<file path="config.mk">
export PLATFORM = sky130hd
export DESIGN_NAME = ps2_mouse_packet_gesture_top
export DESIGN_NICKNAME = d
export VERILOG_FILES = /design/src/design/ps2mg_pkg.sv /design/src/design/ps2mg_framer.sv /design/src/design/ps2mg_gesture.sv /design/src/design/ps2_mouse_packet_gesture_top.sv
export SDC_FILE = /design/constraint.sdc
export NUM_CORES = 1
export LEC_CHECK = 0
export BUFFER_PORTS_ARGS = -buffer_cell sky130_fd_sc_hd__buf_2
export CORE_MARGIN = 2
export CORE_UTILIZATION = 58
export CTS_CLUSTER_DIAMETER = 100
export DETAILED_ROUTE_END_ITERATION = 8
export PLACE_DENSITY_LB_ADDON = 0.25
export SYNTH_ARGS = -nofsm -noshare
export SYNTH_HDL_FRONTEND = slang
export SYNTH_SLANG_ARGS = --single-unit
export TNS_END_PERCENT = 20
</file>
<file path="constraint.sdc">
create_clock -name clk -period 5.6 [get_ports clk]
set_clock_uncertainty 0.15 [all_clocks]
set_input_delay 0.84 -clock clk [delete_from_list [all_inputs] [get_ports clk]]
set_output_delay 0.84 -clock clk [all_outputs]
set_load 0.02 [all_outputs]
</file>
<file path="src/design/ps2mg_pkg.sv">
package ps2mg_pkg;

  localparam int TRAVEL_WIDTH = 18;
  localparam int TRAVEL_OUT_W = 18;
  localparam int LEN_W        = 16;

  // byte position within a packet
  localparam logic [1:0] IDX_HEAD   = 2'd0;
  localparam logic [1:0] IDX_MIDDLE = 2'd1;
  localparam logic [1:0] IDX_TAIL   = 2'd2;

  // head byte bit positions
  localparam int B_LEFT   = 0;
  localparam int B_RIGHT  = 1;
  localparam int B_MIDDLE = 2;
  localparam int B_SYNC   = 3;
  localparam int B_XSIGN  = 4;
  localparam int B_YSIGN  = 5;
  localparam int B_XOVF   = 6;
  localparam int B_YOVF   = 7;

  // phase codes as seen on the result port
  localparam logic [1:0] PHASE_CODE_IDLE = 2'd0;
  localparam logic [1:0] PHASE_CODE_DRAW = 2'd1;
  localparam logic [1:0] PHASE_CODE_DONE = 2'd2;

  typedef enum logic [2:0] {
    PH_IDLE = 3'b001,
    PH_DRAW = 3'b010,
    PH_DONE = 3'b100
  } phase_t;

  typedef struct packed {
    logic [7:0] head;
    logic [7:0] middle;
    logic [7:0] tail;
  } pkt_t;

endpackage

</file>
<file path="src/design/ps2mg_framer.sv">
module ps2mg_framer
  import ps2mg_pkg::*;
(
  input  logic       clk,
  input  logic       rst_n,
  input  logic       in_valid,
  output logic       in_ready,
  input  logic [7:0] in_rx_byte,
  output logic       pkt_valid,
  input  logic       pkt_ready,
  output pkt_t       pkt
);

  logic [1:0] byte_idx_r, byte_idx_nxt;
  logic [7:0] head_r, head_nxt;
  logic [7:0] mid_r, mid_nxt;
  logic       primed_r, primed_nxt;
  logic       pkt_valid_r, pkt_valid_nxt;
  pkt_t       pkt_r, pkt_nxt;
  logic       in_fire;
  logic       emit;

  assign in_ready = !pkt_valid_r || pkt_ready;
  assign in_fire  = in_valid && in_ready;

  always_comb begin
    byte_idx_nxt  = byte_idx_r;
    head_nxt      = head_r;
    mid_nxt       = mid_r;
    primed_nxt    = primed_r;
    emit          = 1'b0;
    pkt_nxt       = pkt_r;
    if (in_fire) begin
      if (byte_idx_r == IDX_MIDDLE) begin
        mid_nxt = in_rx_byte;
      end else if (byte_idx_r != IDX_TAIL) begin
        head_nxt = in_rx_byte;
      end
      if (!head_nxt[B_SYNC]) begin
        byte_idx_nxt = IDX_HEAD;
      end else if (byte_idx_r == IDX_MIDDLE) begin
        byte_idx_nxt = IDX_TAIL;
      end else if (byte_idx_r != IDX_TAIL) begin
        byte_idx_nxt = IDX_MIDDLE;
      end else begin
        byte_idx_nxt = IDX_HEAD;
        // first complete packet after reset is swallowed
        if (!primed_r) begin
          primed_nxt = 1'b1;
        end else begin
          emit = 1'b1;
        end
      end
    end
    if (emit) begin
      pkt_nxt.head   = head_nxt;
      pkt_nxt.middle = mid_nxt;
      pkt_nxt.tail   = in_rx_byte;
    end
    if (emit) begin
      pkt_valid_nxt = 1'b1;
    end else if (pkt_ready) begin
      pkt_valid_nxt = 1'b0;
    end else begin
      pkt_valid_nxt = pkt_valid_r;
    end
  end

  always_ff @(posedge clk) begin
    if (!rst_n) begin
      byte_idx_r  <= IDX_HEAD;
      head_r      <= '0;
      mid_r       <= '0;
      primed_r    <= 1'b0;
      pkt_valid_r <= 1'b0;
    end else begin
      byte_idx_r  <= byte_idx_nxt;
      head_r      <= head_nxt;
      mid_r       <= mid_nxt;
      primed_r    <= primed_nxt;
      pkt_valid_r <= pkt_valid_nxt;
    end
  end

  always_ff @(posedge clk) begin
    pkt_r <= pkt_nxt;
  end

  assign pkt_valid = pkt_valid_r;
  assign pkt       = pkt_r;

  a_idx_reachable: assert property (@(posedge clk) disable iff (!rst_n)
    byte_idx_r != 2'd3)
    else $error("framer byte index left the three-byte cycle");

  a_pkt_from_tail: assert property (@(posedge clk) disable iff (!rst_n)
    $rose(pkt_valid_r) |-> ($past(byte_idx_r) == IDX_TAIL && $past(primed_r)))
    else $error("packet loaded without a primed tail byte");

endmodule

</file>
<file path="src/design/ps2mg_gesture.sv">
module ps2mg_gesture
  import ps2mg_pkg::*;
(
  input  logic                           clk,
  input  logic                           rst_n,
  input  logic                           pkt_valid,
  output logic                           pkt_ready,
  input  pkt_t                           pkt,
  input  logic signed [LEN_W-1:0]        gesture_length,
  output logic                           out_valid,
  input  logic                           out_ready,
  output logic                           out_left_button,
  output logic                           out_middle_button,
  output logic                           out_right_button,
  output logic                           out_x_overflow,
  output logic                           out_y_overflow,
  output logic signed [8:0]              out_x_move,
  output logic signed [8:0]              out_y_move,
  output logic [1:0]                     out_gesture_phase_out,
  output logic signed [TRAVEL_OUT_W-1:0] out_travel_out
);

  localparam int TW = TRAVEL_WIDTH;

  phase_t                 phase_r, phase_nxt;
  logic signed [TW-1:0]   travel_r, travel_nxt;
  logic                   out_valid_r, out_valid_nxt;
  logic                   pkt_fire;
  logic                   held, xneg, yneg, len_pos, len_neg, dir_ok, add_en, reach;
  logic signed [8:0]      ym;
  logic signed [TW:0]     sum;
  logic signed [TW-1:0]   sum_sat, travel_upd, len_ext;
  logic [TW+TRAVEL_OUT_W-1:0] travel_wide;
  logic [1:0]             phase_code;

  logic                   left_r, middle_r, right_r, xovf_r, yovf_r;
  logic signed [8:0]      xm_r, ym_r;
  logic [1:0]             phase_out_r;
  logic signed [TRAVEL_OUT_W-1:0] travel_out_r;

  assign pkt_ready = !out_valid_r || out_ready;
  assign pkt_fire  = pkt_valid && pkt_ready;

  assign held    = pkt.head[B_RIGHT];
  assign xneg    = pkt.head[B_XSIGN];
  assign yneg    = pkt.head[B_YSIGN];
  assign len_neg = gesture_length[LEN_W-1];
  assign len_pos = !len_neg && (gesture_length != '0);
  assign dir_ok  = (len_pos && !xneg) || (len_neg && xneg);
  assign add_en  = dir_ok && ((len_neg && yneg) || (len_pos && !yneg));
  assign ym      = {yneg, pkt.tail};
  assign len_ext = {{(TW-LEN_W){gesture_length[LEN_W-1]}}, gesture_length};

  assign sum = {travel_r[TW-1], travel_r} + {{(TW-8){ym[8]}}, ym};

  always_comb begin
    if (sum[TW] != sum[TW-1]) begin
      sum_sat = sum[TW] ? {1'b1, {(TW-1){1'b0}}} : {1'b0, {(TW-1){1'b1}}};
    end else begin
      sum_sat = sum[TW-1:0];
    end
  end

  assign travel_upd = add_en ? sum_sat : travel_r;
  assign reach = dir_ok && ((len_pos && travel_upd >= len_ext) ||
                            (len_neg && travel_upd <= len_ext));

  always_comb begin
    phase_nxt  = phase_r;
    travel_nxt = travel_r;
    if (pkt_fire) begin
      travel_nxt = held ? travel_upd : '0;
      unique case (phase_r)
        PH_IDLE: begin
          if (held) phase_nxt = reach ? PH_DONE : PH_DRAW;
        end
        PH_DRAW: begin
          if (!held) phase_nxt = PH_IDLE;
          else if (reach) phase_nxt = PH_DONE;
        end
        PH_DONE: phase_nxt = PH_DONE;
        default: phase_nxt = PH_IDLE;
      endcase
    end
  end

  always_comb begin
    unique case (phase_nxt)
      PH_IDLE: phase_code = PHASE_CODE_IDLE;
      PH_DRAW: phase_code = PHASE_CODE_DRAW;
      PH_DONE: phase_code = PHASE_CODE_DONE;
      default: phase_code = PHASE_CODE_IDLE;
    endcase
  end

  // sign-extend then keep the low bits, valid for any travel width
  assign travel_wide = {{TRAVEL_OUT_W{travel_nxt[TW-1]}}, travel_nxt};

  always_comb begin
    if (pkt_fire) begin
      out_valid_nxt = 1'b1;
    end else if (out_ready) begin
      out_valid_nxt = 1'b0;
    end else begin
      out_valid_nxt = out_valid_r;
    end
  end

  always_ff @(posedge clk) begin
    if (!rst_n) begin
      phase_r     <= PH_IDLE;
      travel_r    <= '0;
      out_valid_r <= 1'b0;
    end else begin
      phase_r     <= phase_nxt;
      travel_r    <= travel_nxt;
      out_valid_r <= out_valid_nxt;
    end
  end

  always_ff @(posedge clk) begin
    if (pkt_fire) begin
      left_r       <= pkt.head[B_LEFT];
      middle_r     <= pkt.head[B_MIDDLE];
      right_r      <= pkt.head[B_RIGHT];
      xovf_r       <= pkt.head[B_XOVF];
      yovf_r       <= pkt.head[B_YOVF];
      xm_r         <= {xneg, pkt.middle};
      ym_r         <= ym;
      phase_out_r  <= phase_code;
      travel_out_r <= travel_wide[TRAVEL_OUT_W-1:0];
    end
  end

  assign out_valid             = out_valid_r;
  assign out_left_button       = left_r;
  assign out_middle_button     = middle_r;
  assign out_right_button      = right_r;
  assign out_x_overflow        = xovf_r;
  assign out_y_overflow        = yovf_r;
  assign out_x_move            = xm_r;
  assign out_y_move            = ym_r;
  assign out_gesture_phase_out = phase_out_r;
  assign out_travel_out        = travel_out_r;

  a_done_sticky: assert property (@(posedge clk) disable iff (!rst_n)
    phase_r == PH_DONE |=> phase_r == PH_DONE)
    else $error("completed gesture left the done phase");

  a_release_clears: assert property (@(posedge clk) disable iff (!rst_n)
    (pkt_fire && !held) |=> (travel_r == '0 && out_travel_out == '0))
    else $error("travel not cleared on right button release");

endmodule

</file>
<file path="src/design/ps2_mouse_packet_gesture_top.sv">
// The framing register loads a packet at the transfer of its third byte; the result is valid once
//   the gesture/result register loads it, when the gesture stage accepts the packet.
// Throughput: one byte per cycle while in_ready is high; each stage holds one item and advances when the next is free.
// Reset (rst_n low, synchronous) clears framing, the first-packet drop flag, the travel
//   accumulator and gesture_length to zero, and returns the gesture phase to idle.
module ps2_mouse_packet_gesture_top
  import ps2mg_pkg::*;
(
  input  logic                           clk,
  input  logic                           rst_n,
  input  logic                           cfg_valid,
  output logic                           cfg_ready,
  input  logic signed [LEN_W-1:0]        cfg_data,
  input  logic                           in_valid,
  output logic                           in_ready,
  input  logic [7:0]                     in_rx_byte,
  output logic                           out_valid,
  input  logic                           out_ready,
  output logic                           out_left_button,
  output logic                           out_middle_button,
  output logic                           out_right_button,
  output logic                           out_x_overflow,
  output logic                           out_y_overflow,
  output logic signed [8:0]              out_x_move,
  output logic signed [8:0]              out_y_move,
  output logic [1:0]                     out_gesture_phase_out,
  output logic signed [TRAVEL_OUT_W-1:0] out_travel_out
);

  logic signed [LEN_W-1:0] gesture_length_r;
  logic                    pkt_valid;
  logic                    pkt_ready;
  pkt_t                    pkt;

  assign cfg_ready = 1'b1;

  always_ff @(posedge clk) begin
    if (!rst_n) begin
      gesture_length_r <= '0;
    end else if (cfg_valid && cfg_ready) begin
      gesture_length_r <= cfg_data;
    end
  end

  ps2mg_framer u_framer (
    .clk        (clk),
    .rst_n      (rst_n),
    .in_valid   (in_valid),
    .in_ready   (in_ready),
    .in_rx_byte (in_rx_byte),
    .pkt_valid  (pkt_valid),
    .pkt_ready  (pkt_ready),
    .pkt        (pkt)
  );

  ps2mg_gesture u_gesture (
    .clk                   (clk),
    .rst_n                 (rst_n),
    .pkt_valid             (pkt_valid),
    .pkt_ready             (pkt_ready),
    .pkt                   (pkt),
    .gesture_length        (gesture_length_r),
    .out_valid             (out_valid),
    .out_ready             (out_ready),
    .out_left_button       (out_left_button),
    .out_middle_button     (out_middle_button),
    .out_right_button      (out_right_button),
    .out_x_overflow        (out_x_overflow),
    .out_y_overflow        (out_y_overflow),
    .out_x_move            (out_x_move),
    .out_y_move            (out_y_move),
    .out_gesture_phase_out (out_gesture_phase_out),
    .out_travel_out        (out_travel_out)
  );

endmodule

</file>
Word-level counts from Yosys, hierarchy flattened. Cells that the tools add are included.

Word-level logic and storage cells: 89. Bits in registers: 125. Input port bits: 29.

Muxes and demuxes: 30. Add/subtract/negate cells: 1. Reduce and logical (&&, ||, !) cells: 25. Order comparisons: 2. Bitwise gates (word level): 2. Equality and inequality tests: 8.

Operators with widths (number): 2-to-1 mux 18 bit (5); 2-to-1 mux 8 bit (6); adder 18 x 9 -> 19 bit (1); greater-or-equal comparator 18 x 16 -> 1 bit (1); less-or-equal comparator 18 x 16 -> 1 bit (1); nonzero test 16 bit (1); 2-to-1 mux 3 bit (5); logical AND 1 bit (11); 2-to-1 mux 1 bit (10); case mux 3 bit (3 select lines) (1); equality test 3 x 2 -> 1 bit (second input constant) (2); equality test 3 bit (second input constant) (2); zero test 1 bit (5); logical OR 1 bit (5); 2-to-1 mux 2 bit (2); case mux 2 bit (2 select lines) (1); AND reduction 4 bit (1); nonzero test 2 bit (2); equality test 3 x 1 -> 1 bit (second input constant) (1); equality test 2 x 1 -> 1 bit (second input constant) (1); inequality test 2 bit (second input constant) (1); NOT 1 bit (2); inequality test 1 bit (1).

Logic depth before layout (Yosys ltp).
Word-level depth: 16. Mapped depth: 18. Depth with buffers taken out: 17.

Modules after synthesis. Synthesis repeated with hierarchy kept, for this count alone.

Cell total of the unflattened synthesis: 632. Area total of the unflattened synthesis: 6655.1 um^2.

Modules (own cells, without submodules): ps2mg_gesture (times used 1, area each 4212.8 um^2, seq. area each 1731.7 um^2, cells an instance 445); ps2mg_framer (times used 1, area each 1815.5 um^2, seq. area each 1121.1 um^2, cells an instance 134); ps2_mouse_packet_gesture_top (times used 1, area each 626.9 um^2, seq. area each 320.3 um^2, cells an instance 53).

Worst setup path after synthesis. No wires, ideal clock.

Path type: reg2reg. From: register u_framer.pkt_r (netlist bit u_framer.pkt[21]). To: register u_gesture.phase_out_r[1] (netlist: u_gesture.out_gesture_phase_out[1]) (data pin). Cell stages (with the launch flop): 18. Clock period less this slack: 4.575 ns. Arrival time: 4.150 ns. Library setup time: 0.275 ns. Buffers on the path: 1. Slack: 1.025 ns. Cell sequence: edfxtp_1 ha_1 a211oi_1 o211ai_1 o2111ai_1 o21ai_1 a2111o_1 buf_6 o21ai_1 a22o_1 ha_1 a211oi_1 nor2_1 a2111oi_0 o211ai_1 o21ai_0 a2bb2oi_1 o22ai_1.

Word-level cells in the longest chain between the ends: 15. Elaborated cells on any way between the ends: 25. Classes of those cells: 1 x add/sub; 2 x order compare; 3 x eq/ne; 10 x mux; 9 x reduce/logical.

Ends and longest elaborated chain: start: declaration (line ps2mg_framer.sv:19) `pkt_t pkt_r, pkt_nxt;`; start signal: assignment (line ps2mg_framer.sv:86) `pkt_r <= pkt_nxt;`; branches (longest 4 deep; another with adder 18 x 9 -> 19 bit); 2-to-1 mux 18 bit (*) (line ps2mg_gesture.sv:64) `assign travel_upd = add_en ? sum_sat : travel_r;`; greater-or-equal comparator 18 x 16 -> 1 bit / less-or-equal comparator 18 x 16 -> 1 bit (equally long branches) (line ps2mg_gesture.sv:65, ps2mg_gesture.sv:66); logical AND 1 bit, on equally long branches (line ps2mg_gesture.sv:65, ps2mg_gesture.sv:66); logical OR 1 bit (*) (line ps2mg_gesture.sv:65) `assign reach = dir_ok && ((len_pos && travel_upd >= len_ext) ||`; logical AND 1 bit (*) (line ps2mg_gesture.sv:65); 2-to-1 mux 3 bit, on equally long branches (line ps2mg_gesture.sv:79, ps2mg_gesture.sv:75); 2-to-1 mux 3 bit, on equally long branches (line ps2mg_gesture.sv:78, ps2mg_gesture.sv:75); case mux 3 bit (3 select lines) (*) (line ps2mg_gesture.sv:73) `unique case (phase_r)`; 2-to-1 mux 3 bit (*) (line ps2mg_gesture.sv:71) `if (pkt_fire) begin`; equality test 3 bit / equality test 3 x 2 -> 1 bit (equally long branches) (line ps2mg_gesture.sv:88) `unique case (phase_nxt)`; case mux 2 bit (2 select lines) (*) (line ps2mg_gesture.sv:88); named net u_gesture.phase_code[1] (line ps2mg_gesture.sv:34) `logic [1:0] phase_code;`; end signal: assignment (line ps2mg_gesture.sv:130) `phase_out_r <= phase_code;`; end: declaration (line ps2mg_gesture.sv:38) `logic [1:0] phase_out_r;`.

Mark *: on every way through the listed nets, which the timed path passes. A chain may end at the register's enable or synchronous reset.

Worst setup path after layout.
From: register u_framer.pkt_r (netlist bit u_framer.pkt[0]). To: register u_gesture.phase_out_r[1] (netlist: u_gesture.out_gesture_phase_out[1]) (data pin).

Word-level cells in the longest chain between the ends: 14. Elaborated cells on any way between the ends: 20. Classes of those cells: 1 x add/sub; 2 x order compare; 3 x eq/ne; 10 x mux; 4 x reduce/logical.

Ends and longest elaborated chain: adder 18 x 9 -> 19 bit (*) (line ps2mg_gesture.sv:54) `assign sum = {travel_r[TW-1], travel_r} + {{(TW-8){ym[8]}}, ym};`; 2-to-1 mux 18 bit / inequality test 1 bit (equally long branches) (line ps2mg_gesture.sv:58, ps2mg_gesture.sv:57); 2-to-1 mux 18 bit (*) (line ps2mg_gesture.sv:57) `if (sum[TW] != sum[TW-1]) begin`; 2-to-1 mux 18 bit (*) (line ps2mg_gesture.sv:64); greater-or-equal comparator 18 x 16 -> 1 bit / less-or-equal comparator 18 x 16 -> 1 bit (equally long branches) (line ps2mg_gesture.sv:65, ps2mg_gesture.sv:66); logical AND 1 bit, on equally long branches (line ps2mg_gesture.sv:65, ps2mg_gesture.sv:66); logical OR 1 bit (*) (line ps2mg_gesture.sv:65); logical AND 1 bit (*) (line ps2mg_gesture.sv:65); 2-to-1 mux 3 bit, on equally long branches (line ps2mg_gesture.sv:79, ps2mg_gesture.sv:75); 2-to-1 mux 3 bit, on equally long branches (line ps2mg_gesture.sv:78, ps2mg_gesture.sv:75); case mux 3 bit (3 select lines) (*) (line ps2mg_gesture.sv:73); 2-to-1 mux 3 bit (*) (line ps2mg_gesture.sv:71); equality test 3 bit / equality test 3 x 2 -> 1 bit (equally long branches) (line ps2mg_gesture.sv:88); case mux 2 bit (2 select lines) (*) (line ps2mg_gesture.sv:88); named net u_gesture.phase_code[1] (line ps2mg_gesture.sv:34).

Mark *: on every way through the listed nets, which the timed path passes. The rest lies on a longest branch.

==> flow_summary.toml <==
[detailed_routing]
drt-wirelength-per-cell_um = 18.34
totalWireLength_mm = 14.78
drc = 0
drtIter0Drc = 473
via_per_inst = 6.006
drtAntennaViolNets = 0
via_count = 4841
dr.pass1.iters = 5

[worst_hold_path]
min_path_type = "reg -> reg"

[logic_synthesis]
synth_edf_count = 66
synthTopCellsByCount = "66 x edfxtp_1, 58 x dfxtp_1, 45 x nand2_1"
synth_most_common_cell = "edfxtp_1"
syn_nets = 649
synth_seq_area_share_pct = 50.43
ys_types = 60
avgSynthCellArea_um2 = 10.75
netlist_instances = 580
netlist_area_um2 = 6232
synthFlopType = "edfxtp_1"
synth_area_leader_cell = "edfxtp_1"
synth_warnings = 0
postSynth.asyncResetShare_pct = 0
yosys_register_bits = 124
synth_top_cells_by_area = "edfxtp_1 32%, dfxtp_1 19%, ha_1 7.8%, a22o_1 3.5%, mux2i_1 3.1%"
synth_top_area_share_pct = 31.80

[run]
max-cap-violations = 0

[layout]
antennaDiodeCount = 0
final_cells = 806
layout-drive-gt1-share_pct = 21.04
syn2layout_area_growth_pct = 17.15
fin_area_um2 = 7301
nNetsFinal = 726

[timing]
timing.hold.ws_ns = 0.2705
slew_viol_final = 0
period_needed_ns = 5.263
setup_tns_ns = 0
setup_viol = 0
worst_slew_pin_slew_ns = 1.023
rsz0062_at_grt = "false"
timing.fmax_mhz = 190.0
slew_headroom_pct = 31.71
min_period_over_period_pct = 93.98
finalHoldViolCount = 0

[floorplan]
coreArea_um2 = 10370
ios = 75
start_util_pct = 60.10
rows = 37
die_w_um = 107.7
die_h_um = 107.7
die-area_um2 = 11590

[pwr]
leakagePower_nw = 3.043
combPwrFrac_pct = 4.7
total_power_mw = 2.127
p_seq_share_pct = 45.7
p_int_mw = 1.655
pwr-share-clk_pct = 49.6
p_switching_mw = 0.4720
switching_share_pct = 22.19
power.density_nw_per_um2 = 291.3
ir_drop_uv = 290.6

[critical_path]
crit_slowest_cell = "a2111oi_1"
critPathTopFamily = "compound AO/OA/AOI/OAI gates"
max_stage_delay_ns = 0.50
critPathLaunchType = "register"
worstPathCellList = "ha_1 > fa_1 > a21oi_1 > nor2_1 > o21ai_1 > a2111oi_2 > o31a_1 > a21oi_1 > o21ai_0 > ha_1 > a21oi_1 > o21ai_0 > a2111oi_1 > o211ai_1 > o21ai_1 > a2bb2oi_1 > o22ai_1"
required_ns = 5.70
critical_path.max_fanout = 11
crit_type = "reg -> reg"
cp-end-kind = "register"
crit_path_frequent_cell = "a21oi_1"
critPathBufInv = 0
cp.arrival_ns = 5.36

[global_route]
grt_pass1_wl_mm = 23.92
grt_start_max_net_pins = 48
grt_usage_pct = 27.02
grt_pass1_vias = 4818
globalRouteOverflowTotal = 0
antenna_found_initial = 0

[clock_tree]
cts_tree = "yes"
cts_buffer_depth = 2
worstSkewPairLatency_ns = 0.52
clk_pin_slew_worst_paths_ns = 0.06
numCtsBuffers = 17
cts-root-buf = "clkbuf_8"
cts_max_level = 4
clkSinkCount = 124

[placement]
port_buffers = 73
placedInstanceArea_um2 = 6703
hpwl_mm = 10.57
gp_congestion = 0.9567
place_inst = 772

[run_status]
status = "finished clean"
metrics by stage:
| stage | utilization (%) | setup WS (ns) |
|---|---|---|
| floorplan | - | 1.025 |
| global placement | 64.64 | 0.3888 |
| detailed placement | 64.64 | 0.2943 |
| CTS | 70.17 | 0.2188 |
| global route | 70.40 | 0.01187 |
| finish | 70.40 | 0.3370 |
power groups by stage:
stage | clock network (mW) | logic (mW) | registers, mW
after floorplan | 0 | 0.0690 | 0.988
after global placement | 0 | 0.0915 | 0.990
after detailed placement | 0 | 0.0967 | 0.991
after CTS | 1.06 | 0.0981 | 0.972
after global routing | 1.10 | 0.111 | 0.974
final | 1.06 | 0.0993 | 0.972
state kept, by name, summed over array words and instances (netlist names), named ones only:
signal	flops
u_gesture.out_gesture_phase_out	2
u_gesture.out_right_button	1
u_framer.pkt_valid	1
u_gesture.out_left_button	1
u_gesture.out_middle_button	1
u_framer.byte_idx_r	2
u_gesture.travel_r	18
u_gesture.out_x_overflow	1
u_gesture.out_x_move	9
u_framer.head_r	7
u_gesture.out_travel_out	18
u_gesture.out_valid	1
u_gesture.out_y_overflow	1
gesture_length_r	16
u_framer.pkt	23
u_gesture.out_y_move	9
u_framer.primed_r	1
u_framer.mid_r	8
u_gesture.phase_r	3
layout by cell type (no fill, tap or decap), types with 7 or more instances in the layout:
master and count:
a21o_1 11, a21oi_1 34, a22o_1 25, and2_1 20, buf_2 73, buf_4 7
clkbuf_16 16, dfxtp_1 58, edfxtp_1 66, ha_1 39, inv_1 23, mux2_2 16
mux2i_1 19, nand2_1 45, nand3_1 11, nor2_1 40, nor3_1 7, o21ai_0 35
o21ai_1 13
repair_timing:
item	4_1_cts	5_1_grt
setup endpoints to repair	0	4
gates resized for setup	0	3
buffers inserted	0	2
hold buffers	0	0
per-layer routing:
metal	up-vias	track usage, %	part of all wire [%]
met5	-	0	0
met4	0	10.35	2.0
met3	25	5.327	7.2
met2	183	43.58	47
met1	2312	36.13	43
li1	2321	-	-
final timing paths:
kind	start	to	slack (ns)	cells after the start
setup / recovery	u_framer.pkt[0]	u_gesture.out_gesture_phase_out[1]	0.34	17
setup reg to reg	u_framer.pkt[0]	u_gesture.out_gesture_phase_out[1]	0.34	17
hold / removal	u_framer.pkt[12]	u_gesture.out_x_move[4]	0.27	0
hold reg to reg	u_framer.pkt[12]	u_gesture.out_x_move[4]	0.27	0
area by class of cell:
cell class	count	area, µm²
Sequential cell	124	3143
Fill cell	799	3069
Multi-Input combinational cell	409	2902
Clock buffer	19	431.7
Timing Repair Buffer	80	417.9
Tap cell	136	170.2
Clock inverter	13	142.6
Inverter	25	93.84
cells by family after synthesis:
family                   count (synthesis)  synth area share [%]
AO/OA/AOI/OAI                          174                 19.57
AND/OR/NAND/NOR                        150                 11.42
multiplexers                            35                 5.942
other                                    1               0.06017
XOR/XNOR                                 9                 1.265
flip-flops                             124                 50.43
buffers and inverters                   47                 3.152
adder cells (fa/ha/maj)                 40                 8.151
Power figures use the tool's default switching activity.
